`src/sv/clint_pkg.sv`:
```
`timescale 1ns / 1ps

package clint_pkg;

	// Bus function codes.
	typedef enum logic [1:0] {
		FUNC_READ   = 2'd0,
		FUNC_WRITE  = 2'd1,
		FUNC_TICK   = 2'd2,
		FUNC_ATOMIC = 2'd3
	} func_t;

	// Result status codes.
	typedef enum logic [2:0] {
		ST_OK         = 3'd0,
		ST_BAD_WIDTH  = 3'd1,
		ST_MISALIGNED = 3'd2,
		ST_NO_REG     = 3'd3,
		ST_ATOMIC     = 3'd4
	} status_t;

	// Which part of a 64-bit timer register an access selects.
	typedef enum logic [1:0] {
		HIT_NONE,
		HIT_FULL,
		HIT_LOW,
		HIT_HIGH
	} hit_t;

	// Access size codes (log2 of bytes).
	localparam logic [1:0] WIDTH_WORD  = 2'd2;
	localparam logic [1:0] WIDTH_DWORD = 2'd3;

	// Default register map.
	localparam logic [15:0] MSIP_OFFSET_DEF    = 16'd0;
	localparam logic [15:0] COMPARE_OFFSET_DEF = 16'd16384;
	localparam logic [15:0] TIME_OFFSET_DEF    = 16'd49144;

	// One request item as held in the input register.
	typedef struct packed {
		func_t       func;
		logic [15:0] offset;
		logic [1:0]  width;
		logic [63:0] write_data;
		logic [63:0] tick_count;
	} req_t;

	// Result of the core stage, before the timer compare.
	typedef struct packed {
		status_t     status;
		logic [63:0] read_data;
		logic        software_irq;
		logic [63:0] time_now;
		logic [63:0] compare;
	} core_res_t;

	// Decode an access against a 64-bit timer register at base.
	function automatic hit_t timer_hit(logic [15:0] off, logic [1:0] w, logic [15:0] base);
		logic [16:0] base_hi;
		base_hi = {1'b0, base} + 17'd4;
		timer_hit = HIT_NONE;
		if (w == WIDTH_DWORD && off == base) begin
			timer_hit = HIT_FULL;
		end else if (w == WIDTH_WORD) begin
			if (off == base) begin
				timer_hit = HIT_LOW;
			end else if ({1'b0, off} == base_hi) begin
				timer_hit = HIT_HIGH;
			end
		end
	endfunction

	// Read the selected part, zero-extended.
	function automatic logic [63:0] timer_read(logic [63:0] r, hit_t hit);
		unique case (hit)
			HIT_FULL: timer_read = r;
			HIT_LOW:  timer_read = {32'd0, r[31:0]};
			default:  timer_read = {32'd0, r[63:32]};
		endcase
	endfunction

	// Merge write data into the selected part.
	function automatic logic [63:0] timer_write(logic [63:0] r, hit_t hit, logic [63:0] v);
		unique case (hit)
			HIT_FULL: timer_write = v;
			HIT_LOW:  timer_write = {r[63:32], v[31:0]};
			default:  timer_write = {v[31:0], r[31:0]};
		endcase
	endfunction

endpackage

```
`src/sv/clint_req_if.sv`:
```
`timescale 1ns / 1ps

interface clint_req_if;
	logic        valid;
	logic        ready;
	logic [1:0]  func;
	logic [15:0] offset;
	logic [1:0]  width;
	logic [63:0] write_data;
	logic [63:0] tick_count;

	modport source (output valid, func, offset, width, write_data, tick_count, input ready);
	modport sink (input valid, func, offset, width, write_data, tick_count, output ready);
endinterface

```
`src/sv/clint_rsp_if.sv`:
```
`timescale 1ns / 1ps

interface clint_rsp_if;
	logic        valid;
	logic        ready;
	logic [2:0]  status;
	logic [63:0] read_data;
	logic        software_irq;
	logic        timer_irq;
	logic [63:0] time_now;

	modport source (output valid, status, read_data, software_irq, timer_irq, time_now,
		input ready);
	modport sink (input valid, status, read_data, software_irq, timer_irq, time_now,
		output ready);
endinterface

```
`src/sv/clint_core.sv`:
```
`timescale 1ns / 1ps

module clint_core #(
	parameter logic [15:0] MSIP_OFFSET    = clint_pkg::MSIP_OFFSET_DEF,
	parameter logic [15:0] COMPARE_OFFSET = clint_pkg::COMPARE_OFFSET_DEF,
	parameter logic [15:0] TIME_OFFSET    = clint_pkg::TIME_OFFSET_DEF
) (
	input  logic                  clk,
	input  logic                  arst_n,
	input  clint_pkg::req_t       item,
	input  logic                  fire,
	output clint_pkg::core_res_t  res
);
	import clint_pkg::*;

	logic        soft_q;
	logic [63:0] cmp_q;
	logic [63:0] time_q;

	logic        soft_d;
	logic [63:0] cmp_d;
	logic [63:0] time_d;
	status_t     status;
	logic [63:0] rdata;
	hit_t        hc;
	hit_t        ht;
	logic        msip_hit;
	logic        wr;
	logic        misaligned;

	// Register decode for the item in the input register.
	always_comb begin
		hc         = timer_hit(item.offset, item.width, COMPARE_OFFSET);
		ht         = timer_hit(item.offset, item.width, TIME_OFFSET);
		msip_hit   = (item.width == WIDTH_WORD) && (item.offset == MSIP_OFFSET);
		wr         = (item.func == FUNC_WRITE);
		misaligned = (item.width == WIDTH_DWORD) ? (item.offset[2:0] != 3'd0)
			: (item.offset[1:0] != 2'd0);
	end

	// Next state and result; order: atomic, tick, width, alignment, decode.
	always_comb begin
		status = ST_OK;
		rdata  = '0;
		soft_d = soft_q;
		cmp_d  = cmp_q;
		time_d = time_q;
		priority if (item.func == FUNC_ATOMIC) begin
			status = ST_ATOMIC;
		end else if (item.func == FUNC_TICK) begin
			time_d = time_q + item.tick_count;
		end else if (item.width != WIDTH_WORD && item.width != WIDTH_DWORD) begin
			status = ST_BAD_WIDTH;
		end else if (misaligned) begin
			status = ST_MISALIGNED;
		end else if (msip_hit) begin
			if (wr) begin
				soft_d = item.write_data[0];
			end else begin
				rdata = {63'd0, soft_q};
			end
		end else if (hc != HIT_NONE) begin
			if (wr) begin
				cmp_d = timer_write(cmp_q, hc, item.write_data);
			end else begin
				rdata = timer_read(cmp_q, hc);
			end
		end else if (ht != HIT_NONE) begin
			if (wr) begin
				time_d = timer_write(time_q, ht, item.write_data);
			end else begin
				rdata = timer_read(time_q, ht);
			end
		end else begin
			status = ST_NO_REG;
		end
	end

	// Architectural state, updated as the item moves on.
	always_ff @(posedge clk or negedge arst_n) begin
		if (!arst_n) begin
			soft_q <= 1'b0;
			cmp_q  <= '1;
			time_q <= '0;
		end else if (fire) begin
			soft_q <= soft_d;
			cmp_q  <= cmp_d;
			time_q <= time_d;
		end
	end

	assign res.status       = status;
	assign res.read_data    = rdata;
	assign res.software_irq = soft_d;
	assign res.time_now     = time_d;
	assign res.compare      = cmp_d;
endmodule

```
`src/sv/clint_out.sv`:
```
`timescale 1ns / 1ps

module clint_out (
	input  logic                 clk,
	input  logic                 arst_n,
	input  logic                 in_valid,
	output logic                 in_ready,
	input  clint_pkg::core_res_t in_res,
	clint_rsp_if.source          rsp
);
	import clint_pkg::*;

	logic        v_s2;
	core_res_t   res_s2;
	logic        v_s3;
	logic [2:0]  status_s3;
	logic [63:0] rdata_s3;
	logic        soft_s3;
	logic        timer_s3;
	logic [63:0] time_s3;
	logic        rdy_s3;

	// A stage takes a new item when empty or when its item leaves.
	assign rdy_s3   = !v_s3 || rsp.ready;
	assign in_ready = !v_s2 || rdy_s3;

	// Valid flags for the result stages.
	always_ff @(posedge clk or negedge arst_n) begin
		if (!arst_n) begin
			v_s2 <= 1'b0;
			v_s3 <= 1'b0;
		end else begin
			if (in_ready) begin
				v_s2 <= in_valid;
			end
			if (rdy_s3) begin
				v_s3 <= v_s2;
			end
		end
	end

	// Result payload; the timer compare sits between the two stages.
	always_ff @(posedge clk) begin
		if (in_ready && in_valid) begin
			res_s2 <= in_res;
		end
		if (rdy_s3 && v_s2) begin
			status_s3 <= res_s2.status;
			rdata_s3  <= res_s2.read_data;
			soft_s3   <= res_s2.software_irq;
			timer_s3  <= (res_s2.time_now >= res_s2.compare);
			time_s3   <= res_s2.time_now;
		end
	end

	assign rsp.valid        = v_s3;
	assign rsp.status       = status_s3;
	assign rsp.read_data    = rdata_s3;
	assign rsp.software_irq = soft_s3;
	assign rsp.timer_irq    = timer_s3;
	assign rsp.time_now     = time_s3;
endmodule

```
`src/sv/core_local_timer_interrupter.sv`:
```
`timescale 1ns / 1ps
// Single-hart core-local timer and software interrupt block.
// An accepted item moves through the input register and the result register into
// the output register, which presents its result until it is taken.
// Throughput: one item per cycle unless the response side stalls; the 64-bit
// time add and the state update share one stage, the timer compare its own.
// Reset clears msip and mtime, sets mtimecmp to all ones and empties the pipeline.

module core_local_timer_interrupter #(
	parameter logic [15:0] MSIP_OFFSET    = clint_pkg::MSIP_OFFSET_DEF,
	parameter logic [15:0] COMPARE_OFFSET = clint_pkg::COMPARE_OFFSET_DEF,
	parameter logic [15:0] TIME_OFFSET    = clint_pkg::TIME_OFFSET_DEF
) (
	input  logic        clk,
	input  logic        arst_n,
	clint_req_if.sink   req,
	clint_rsp_if.source rsp
);
	import clint_pkg::*;

	logic      v_s1;
	req_t      item_s1;
	logic      rdy_s2;
	logic      fire;
	core_res_t core_res;

	// The input register frees up when its item moves into the result stage.
	assign req.ready = !v_s1 || rdy_s2;
	assign fire      = v_s1 && rdy_s2;

	always_ff @(posedge clk or negedge arst_n) begin
		if (!arst_n) begin
			v_s1 <= 1'b0;
		end else if (req.ready) begin
			v_s1 <= req.valid;
		end
	end

	// Input item register.
	always_ff @(posedge clk) begin
		if (req.valid && req.ready) begin
			item_s1.func       <= func_t'(req.func);
			item_s1.offset     <= req.offset;
			item_s1.width      <= req.width;
			item_s1.write_data <= req.write_data;
			item_s1.tick_count <= req.tick_count;
		end
	end

	clint_core #(
		.MSIP_OFFSET    (MSIP_OFFSET),
		.COMPARE_OFFSET (COMPARE_OFFSET),
		.TIME_OFFSET    (TIME_OFFSET)
	) u_core (
		.clk    (clk),
		.arst_n (arst_n),
		.item   (item_s1),
		.fire   (fire),
		.res    (core_res)
	);

	clint_out u_out (
		.clk      (clk),
		.arst_n   (arst_n),
		.in_valid (v_s1),
		.in_ready (rdy_s2),
		.in_res   (core_res),
		.rsp      (rsp)
	);
endmodule
```
`src/flat_wrapper.sv`:
```
// flat-port wrapper written by rule: the top's interface ports become plain ports
module core_local_timer_interrupter_flat import clint_pkg::*;
#(
	parameter logic [15:0] MSIP_OFFSET    = clint_pkg::MSIP_OFFSET_DEF,
	parameter logic [15:0] COMPARE_OFFSET = clint_pkg::COMPARE_OFFSET_DEF,
	parameter logic [15:0] TIME_OFFSET    = clint_pkg::TIME_OFFSET_DEF
)
  (clk, arst_n, req_valid, req_func, req_offset, req_width, req_write_data, req_tick_count, req_ready, rsp_valid, rsp_status, rsp_read_data, rsp_software_irq, rsp_timer_irq, rsp_time_now, rsp_ready);
  clint_req_if req_i ();
  clint_rsp_if rsp_i ();
  input  logic clk;
  input  logic arst_n;
  input wire logic [$bits(req_i.valid)-1:0] req_valid;
  input wire logic [$bits(req_i.func)-1:0] req_func;
  input wire logic [$bits(req_i.offset)-1:0] req_offset;
  input wire logic [$bits(req_i.width)-1:0] req_width;
  input wire logic [$bits(req_i.write_data)-1:0] req_write_data;
  input wire logic [$bits(req_i.tick_count)-1:0] req_tick_count;
  output wire logic [$bits(req_i.ready)-1:0] req_ready;
  output wire logic [$bits(rsp_i.valid)-1:0] rsp_valid;
  output wire logic [$bits(rsp_i.status)-1:0] rsp_status;
  output wire logic [$bits(rsp_i.read_data)-1:0] rsp_read_data;
  output wire logic [$bits(rsp_i.software_irq)-1:0] rsp_software_irq;
  output wire logic [$bits(rsp_i.timer_irq)-1:0] rsp_timer_irq;
  output wire logic [$bits(rsp_i.time_now)-1:0] rsp_time_now;
  input wire logic [$bits(rsp_i.ready)-1:0] rsp_ready;
  assign req_i.valid = req_valid;
  assign req_i.func = req_func;
  assign req_i.offset = req_offset;
  assign req_i.width = req_width;
  assign req_i.write_data = req_write_data;
  assign req_i.tick_count = req_tick_count;
  assign req_ready = req_i.ready;
  assign rsp_valid = rsp_i.valid;
  assign rsp_status = rsp_i.status;
  assign rsp_read_data = rsp_i.read_data;
  assign rsp_software_irq = rsp_i.software_irq;
  assign rsp_timer_irq = rsp_i.timer_irq;
  assign rsp_time_now = rsp_i.time_now;
  assign rsp_i.ready = rsp_ready;
  core_local_timer_interrupter #(.MSIP_OFFSET(MSIP_OFFSET), .COMPARE_OFFSET(COMPARE_OFFSET), .TIME_OFFSET(TIME_OFFSET)) u_core (.clk(clk), .arst_n(arst_n), .req(req_i), .rsp(rsp_i));
endmodule
```
`config.mk`:
```
export PLATFORM = sky130hd
export DESIGN_NAME = core_local_timer_interrupter_flat
export DESIGN_NICKNAME = d
export VERILOG_FILES = /design/src/sv/clint_pkg.sv /design/src/sv/clint_req_if.sv /design/src/sv/clint_rsp_if.sv /design/src/sv/clint_core.sv /design/src/sv/clint_out.sv /design/src/sv/core_local_timer_interrupter.sv /design/src/flat_wrapper.sv
export SDC_FILE = /design/constraint.sdc
export NUM_CORES = 1
export LEC_CHECK = 0
export ABC_AREA = 1
export BUFFER_PORTS_ARGS = -buffer_cell sky130_fd_sc_hd__clkbuf_2
export CORE_ASPECT_RATIO = 1.5
export CORE_MARGIN = 2
export CORE_UTILIZATION = 35
export CTS_BUF_LIST = sky130_fd_sc_hd__clkbuf_4
export DETAILED_ROUTE_END_ITERATION = 7
export PLACE_DENSITY = 0.64
export SLEW_MARGIN = 20
export SYNTH_ARGS = -nofsm -noshare
export SYNTH_HDL_FRONTEND = slang
export SYNTH_SLANG_ARGS = --single-unit
```
`constraint.sdc`:
```
create_clock -name clk -period 16.5 [get_ports clk]
set_input_delay 1.65 -clock clk [delete_from_list [all_inputs] [get_ports clk]]
set_output_delay 1.65 -clock clk [all_outputs]
set_load 0.01 [all_outputs]
```
# == Yosys cells after proc, flatten, opt, wreduce, memory -nomap -nowiden ==
# Index checks and enable logic that the tools add are counted.
# word_totals
register_bits,609
out_inout_bits,135
# op_classes
eq_ne,15
muxes,45
n_reduce_logical,21
n_lt_le_gt_ge,1
add_sub_neg,1
# ops
op,count
two-way mux 64 bit,20
one-hot mux 64 bit (2 select lines),4
adder 64 bit,1
>= comparator 64 bit,1
equality test 16 x 15 -> 1 bit (second input constant),2
equality test 16 bit (second input constant),2
two-way mux 2 bit,13
zero test 16 bit,1
equality test 2 bit (second input constant),6
two-way mux 1 bit,8
logical AND 1 bit,7
equality test 2 x 1 -> 1 bit (second input constant),3
nonzero test 2 bit,3
inequality test 2 bit (second input constant),2
OR reduction 4 bit,1
zero test 1 bit,3
logical OR 1 bit,3
nonzero test 3 bit,1
OR reduction 3 bit,1
OR reduction 2 bit,1

# == Logic depth before layout (Yosys ltp) ==
# depth
word_depth,15
depth_mapped,20
mapped_depth_nobuf,19

# == By module ==
# From an unflattened synthesis, not the netlist that was laid out.
# hier_totals
cells_unflattened,3752
hier_area_um2,32512.4
# modules_own_cells
mod,seq_area_each_um2,area_per_inst_um2,cells_per_inst,instances
clint_core,3308.2,16326.9,2976,1
clint_out,9929.5,11688.7,620,1
core_local_timer_interrupter,4469.3,4496.8,156,1

# == Least setup slack after synthesis ==
# Ideal clock, no wire load.
# synth_timing
path_type,in2reg
start,in rsp_ready
end,"reg u_core.u_out.rdata_s3[0], in the netlist u_core.u_out.rsp.read_data[0] (enable)"
t_arrival_ns,8.057
setup_time_ns,0.669
t_required_ns,15.831
slack_ns,7.774
stages,2
path_cell_list,inv_1 -> a21oi_1
# synth_between
elab_chain_len,2
# synth_rtl
element,line,text
from (decl),flat_wrapper.sv:26,input wire logic [$bits(rsp_i.ready)-1:0] rsp_ready;
logical OR 1 bit,clint_out.sv:24,assign rdy_s3 = !v_s3 || rsp.ready;
logical AND 1 bit,clint_out.sv:47,if (rdy_s3 && v_s2) begin
to (signal assigned),clint_out.sv:49,rdata_s3 <= res_s2.read_data;
to (decl),clint_out.sv:17,logic [63:0] rdata_s3;
# Every way passes these cells.
# A chain may end at the register's enable or synchronous reset.

==> impl_summary.log <==
[metrics] run status: finished, final reports clean
[metrics] Syn Inst Count: 3738
[metrics] routed via count: 27212
[metrics] register-to-register path setup slack: 12.36 ns
[metrics] number of synthesized register bits: 609
[metrics] classification of the worst-slack hold path: register to register
[metrics] cell area after synthesis: 32300 µm²
[metrics] via density per instance: 5.06
[metrics] critical path class: register to register
[metrics] worst slew pin tran: 1.12 ns
[metrics] number of buffers on the longest clock path: 3
[metrics] global-route usage over all layers: 24.1%
[metrics] setup fix buffers added after clock tree synthesis: 0
[metrics] wire length of the first global-routing pass: 166 mm
[metrics] Seq pwr share: 42.5%
[metrics] clock network fraction of total power: 22.5%
[metrics] number of core rows: 136
[metrics] kind of end point of the critical path: register
[metrics] critical path fanouts, max: 37
[metrics] Clock Tree Root: clkbuf_4
[metrics] Req. time, crit path: 17.31 ns
[metrics] number of buffers added to fix hold violations after cts: 0
[metrics] list of cells traversed by the critical path: nand2_2, nor2_1, o21bai_1, nand4_1, inv_1, ha_1, buf_4, nor4_4, nand3_4, inv_2, o21ai_0, nand3_1, nand2_1
[metrics] initial antenna violation count: 2
[metrics] PD cells: 159 nW/µm²
[metrics] ranking of synthesized cells by area: edfxtp_1 44%, nand2_1 15%, inv_1 6.9%
[metrics] die area: 94800 µm²
[metrics] remaining design rule violation count: 0
[metrics] Total Neg Setup Slack: 0 ns
[metrics] hold path startpoint: u_core.u_out.res_s2[136]
[metrics] vias in the first global route: 26009
[metrics] period utilization: 25.1%
[metrics] number of sinks driven by the clock tree: 609
[metrics] static leakage: 16.7 nW
[metrics] count of input and output buffers: 286
[metrics] clock input transition at the sequential cells of the worst setup and hold paths: 0.07 ns
[metrics] Post-Route Skew: 0.0781 ns
[metrics] placed instance area: 34900 µm²
[metrics] count of flip-flops with a built-in enable after synthesis: 477
[metrics] share of layout cells above drive strength 1: 16.2%
[metrics] post-detailed-route wirelength per cell: 21.3 µm
[metrics] switching power as a share of total power: 41.4%
[metrics] Hold Path End: u_core.u_out.rsp.read_data[7]
[metrics] startpoint of the worst-slack reg-to-reg timing path: u_core.item_s1[129]
[metrics] Max-slew headroom: 25.2%
[metrics] delay-heaviest family, CP: simple AND/OR/NAND/NOR gates
[metrics] signal arrival time at the worst endpoint: 4.95 ns
[metrics] share of the yosys chip area belonging to registers: 54.8%
[metrics] DR iter-0 viols: 2832
[metrics] number of cells on the worst hold path: 0
[metrics] post-placement setup slack: 12.16 ns
[metrics] core occupancy in the finished layout: 40.3%
[metrics] final HPWL from detailed placement: 88.9 mm
[metrics] Peak VDD IR: 0.0000858 V
[metrics] share of total power in combinational logic: 35.0%
[metrics] die boundary width: 252 µm
[metrics] path depth of the worst reg2reg path: 13
[metrics] number of distinct library cells after synthesis: 51
[metrics] final worst-path setup slack: 12.36 ns
[metrics] maximum number of pins on one net before global-route repair: 153
[metrics] H-tree depth: 4
[metrics] Final setup violation count: 0
[metrics] number of warnings issued by yosys: 0
[metrics] most used flip-flop cell after synthesis: edfxtp_1
[metrics] number of max-slew violations in the final report: 0
[metrics] CP Launch Type: register
[metrics] clock buffers created by TritonCTS: 145
[metrics] initial core utilization: 35.3%
[metrics] top-area cell type share of the netlist area: 44.4%
[metrics] total I/O pin count: 287
[metrics] Achievable Freq: 242 MHz
[metrics] Post-Synthesis Mean Instance Area: 8.64 µm²
[metrics] internal power component: 3.43 mW
[metrics] Filler cells: 9275
[metrics] final critical path time including I/O delays and setup: 4.14 ns
[metrics] Worst path slowest cell: nor4_4
[metrics] synth-to-layout area growth: 14.3%
[metrics] clock latency of the later-clocked register in the worst-skew pair: 1.11 ns
[metrics] post-route cell area: 36900 µm²
[metrics] number of hold-slack violations in the final timing report: 0
[metrics] commonest non-fill, non-tap cell in the layout: nand2_1
[metrics] DIE HEIGHT: 376 µm
[metrics] core area: 91500 µm²
[metrics] Bufs and invs on worst path: 3
[metrics] max-capacitance violation count: 0
[metrics] number of search-and-repair iterations in the first detailed-routing pass: 6
[metrics] leading cell types in the layout, fill and taps excluded: 1253 x nand2_1, 587 x inv_1, 477 x edfxtp_1, 285 x clkbuf_2, 209 x clkbuf_4
[metrics] number of nets at the end of the flow: 4359
[metrics] TritonCTS clock tree: done
[metrics] highest cell delay on the worst timing path: 0.62 ns
[metrics] weighted congestion at the end of routability-driven global placement: 0.984
[metrics] syn_nets: 4021
[metrics] setup repair after global routing missed its margin: false
[metrics] total length of routed wires: 115 mm
[metrics] power spent charging and discharging nets: 2.43 mW
[metrics] overflow left after global routing: 0
[metrics] async set-reset flop share out of synthesis: 21.7%
[metrics] cells resized by post-CTS repair: 0
[metrics] library cell occupying the most area in the post-synthesis netlist: edfxtp_1
[metrics] Reg-to-Reg End: u_core.u_out.res_s2[65]
[metrics] number of routed nets with antenna violations: 0
==> power groups by stage <==
| stage | Combinational [mW] | Sequential [mW] | Clock [mW] |
|---|---|---|---|
| after floorplan | 1.28 | 2.40 | 0 |
| after global placement | 2.01 | 2.50 | 0 |
| after detailed placement | 2.03 | 2.51 | 0 |
| after CTS | 2.04 | 2.48 | 1.36 |
| after global routing | 2.29 | 2.52 | 1.42 |
| final | 2.05 | 2.49 | 1.32 |
==> sequential cells by signal, indices dropped and copies added, names as in the netlist <==
signal,cells
u_core.u_out.res_s2,196
u_core.item_s1,148
u_core.u_core.cmp_q,64
u_core.u_core.time_q,64
u_core.u_out.rsp.read_data,64
u_core.u_out.rsp.time_now,64
u_core.u_out.rsp.status,3
u_core.u_core.soft_q,1
u_core.u_out.rsp.software_irq,1
u_core.u_out.rsp.timer_irq,1
u_core.u_out.rsp.valid,1
u_core.u_out.v_s2,1
u_core.v_s1,1
==> how the worst max path moves through the flow <==
stage	depth (start not counted)	to	slack, ns	from
after global placement	8	u_core.u_out.res_s2[24]	12.18	rsp_ready
after floorplan	2	u_core.u_out.rsp.read_data[0]	7.77	rsp_ready
final	13	u_core.u_out.res_s2[65]	12.36	u_core.item_s1[129]
after detailed placement	8	u_core.u_out.res_s2[188]	12.16	rsp_ready
after CTS	13	u_core.u_out.res_s2[65]	12.35	u_core.item_s1[129]
after global routing	15	u_core.u_core.time_q[1]	12.06	u_core.item_s1[129]
==> worst reg2reg max path: stages, from the launching register on <==
cell      delay, ns
edfxtp_1       0.56
nand2_2        0.16
nor2_1         0.17
o21bai_1       0.13
nand4_1        0.20
inv_1          0.11
ha_1           0.23
buf_4          0.27
nor4_4         0.64
nand3_4        0.50
inv_2          0.53
o21ai_0        0.21
nand3_1        0.11
nand2_1        0.08
==> cell type report <==
type | instances | area, µm² | share of cell area [%]
inverters | 599 | 2260 | 6.13
well taps | 1173 | 1470 | 3.98
repair buffers | 311 | 1630 | 4.41
clock buffers | 209 | 1570 | 4.25
multi-input cells | 2410 | 11800 | 32.1
diodes | 4 | 10.0 | 0.0271
clock inverters | 59 | 414 | 1.12
flip-flops and latches | 609 | 17700 | 48.0
==> Yosys cell counts, types with 2 or more instances <==
| library cell | number |
|---|---|
| buf_1 | 12 |
| nand2_1 | 1254 |
| a211oi_1 | 4 |
| nand4_1 | 22 |
| o211ai_1 | 20 |
| o21bai_1 | 2 |
| and2_1 | 8 |
| o21ai_0 | 191 |
| o22ai_1 | 37 |
| dfrtp_1 | 68 |
| o31ai_1 | 11 |
| a21oi_1 | 195 |
| nand2_4 | 3 |
| nand3_1 | 200 |
| inv_1 | 590 |
| buf_6 | 6 |
| o21ai_2 | 30 |
| nand2_2 | 3 |
| nor2_1 | 175 |
| clkbuf_1 | 72 |
| o21ai_1 | 48 |
| dfstp_2 | 64 |
| nand3b_1 | 5 |
| nand3_2 | 5 |
| xor2_1 | 13 |
| a221oi_1 | 3 |
| o2111ai_1 | 2 |
| buf_4 | 6 |
| inv_2 | 9 |
| buf_2 | 24 |
| ha_1 | 130 |
| a21boi_0 | 2 |
| edfxtp_1 | 477 |
| nor4_1 | 7 |
| nor3_1 | 19 |
| a31oi_1 | 3 |
| o21a_1 | 2 |
| nor2_4 | 2 |
| nor2_2 | 2 |
==> logic make-up (layout without fill, tap and decap cells) <==
logic type	count (synthesis)	after routing	synth area share [%]
AO/OA/AOI/OAI	552	552	9.46
XOR/XNOR	14	14	0.380
flip-flops	609	609	54.8
buffers and inverters	719	1178	8.66
adder cells (fa/ha/maj)	131	131	5.10
AND/OR/NAND/NOR	1713	1713	21.6
other	0	4	0
==> per-layer routing <==
metal | share of wire [%] | vias up | GRT usage [%]
met5 | 0 | - | 0
met4 | 6.7 | 0 | 15.1
met3 | 7.3 | 299 | 4.25
met2 | 46 | 1298 | 38.2
met1 | 40 | 12618 | 30.5
li1 | - | 12997 | -
==> per-stage QoR <==
stage	hold slack [ns]	instances	total power, mW
floorplan	0.400	3738	3.68
global placement	0.404	5102	4.51
detailed placement	0.405	5102	4.54
CTS	0.415	5370	5.88
global route	0.424	5373	6.22
finish	0.415	5374	5.86
Note: power is estimated with default switching activity, not from simulation.
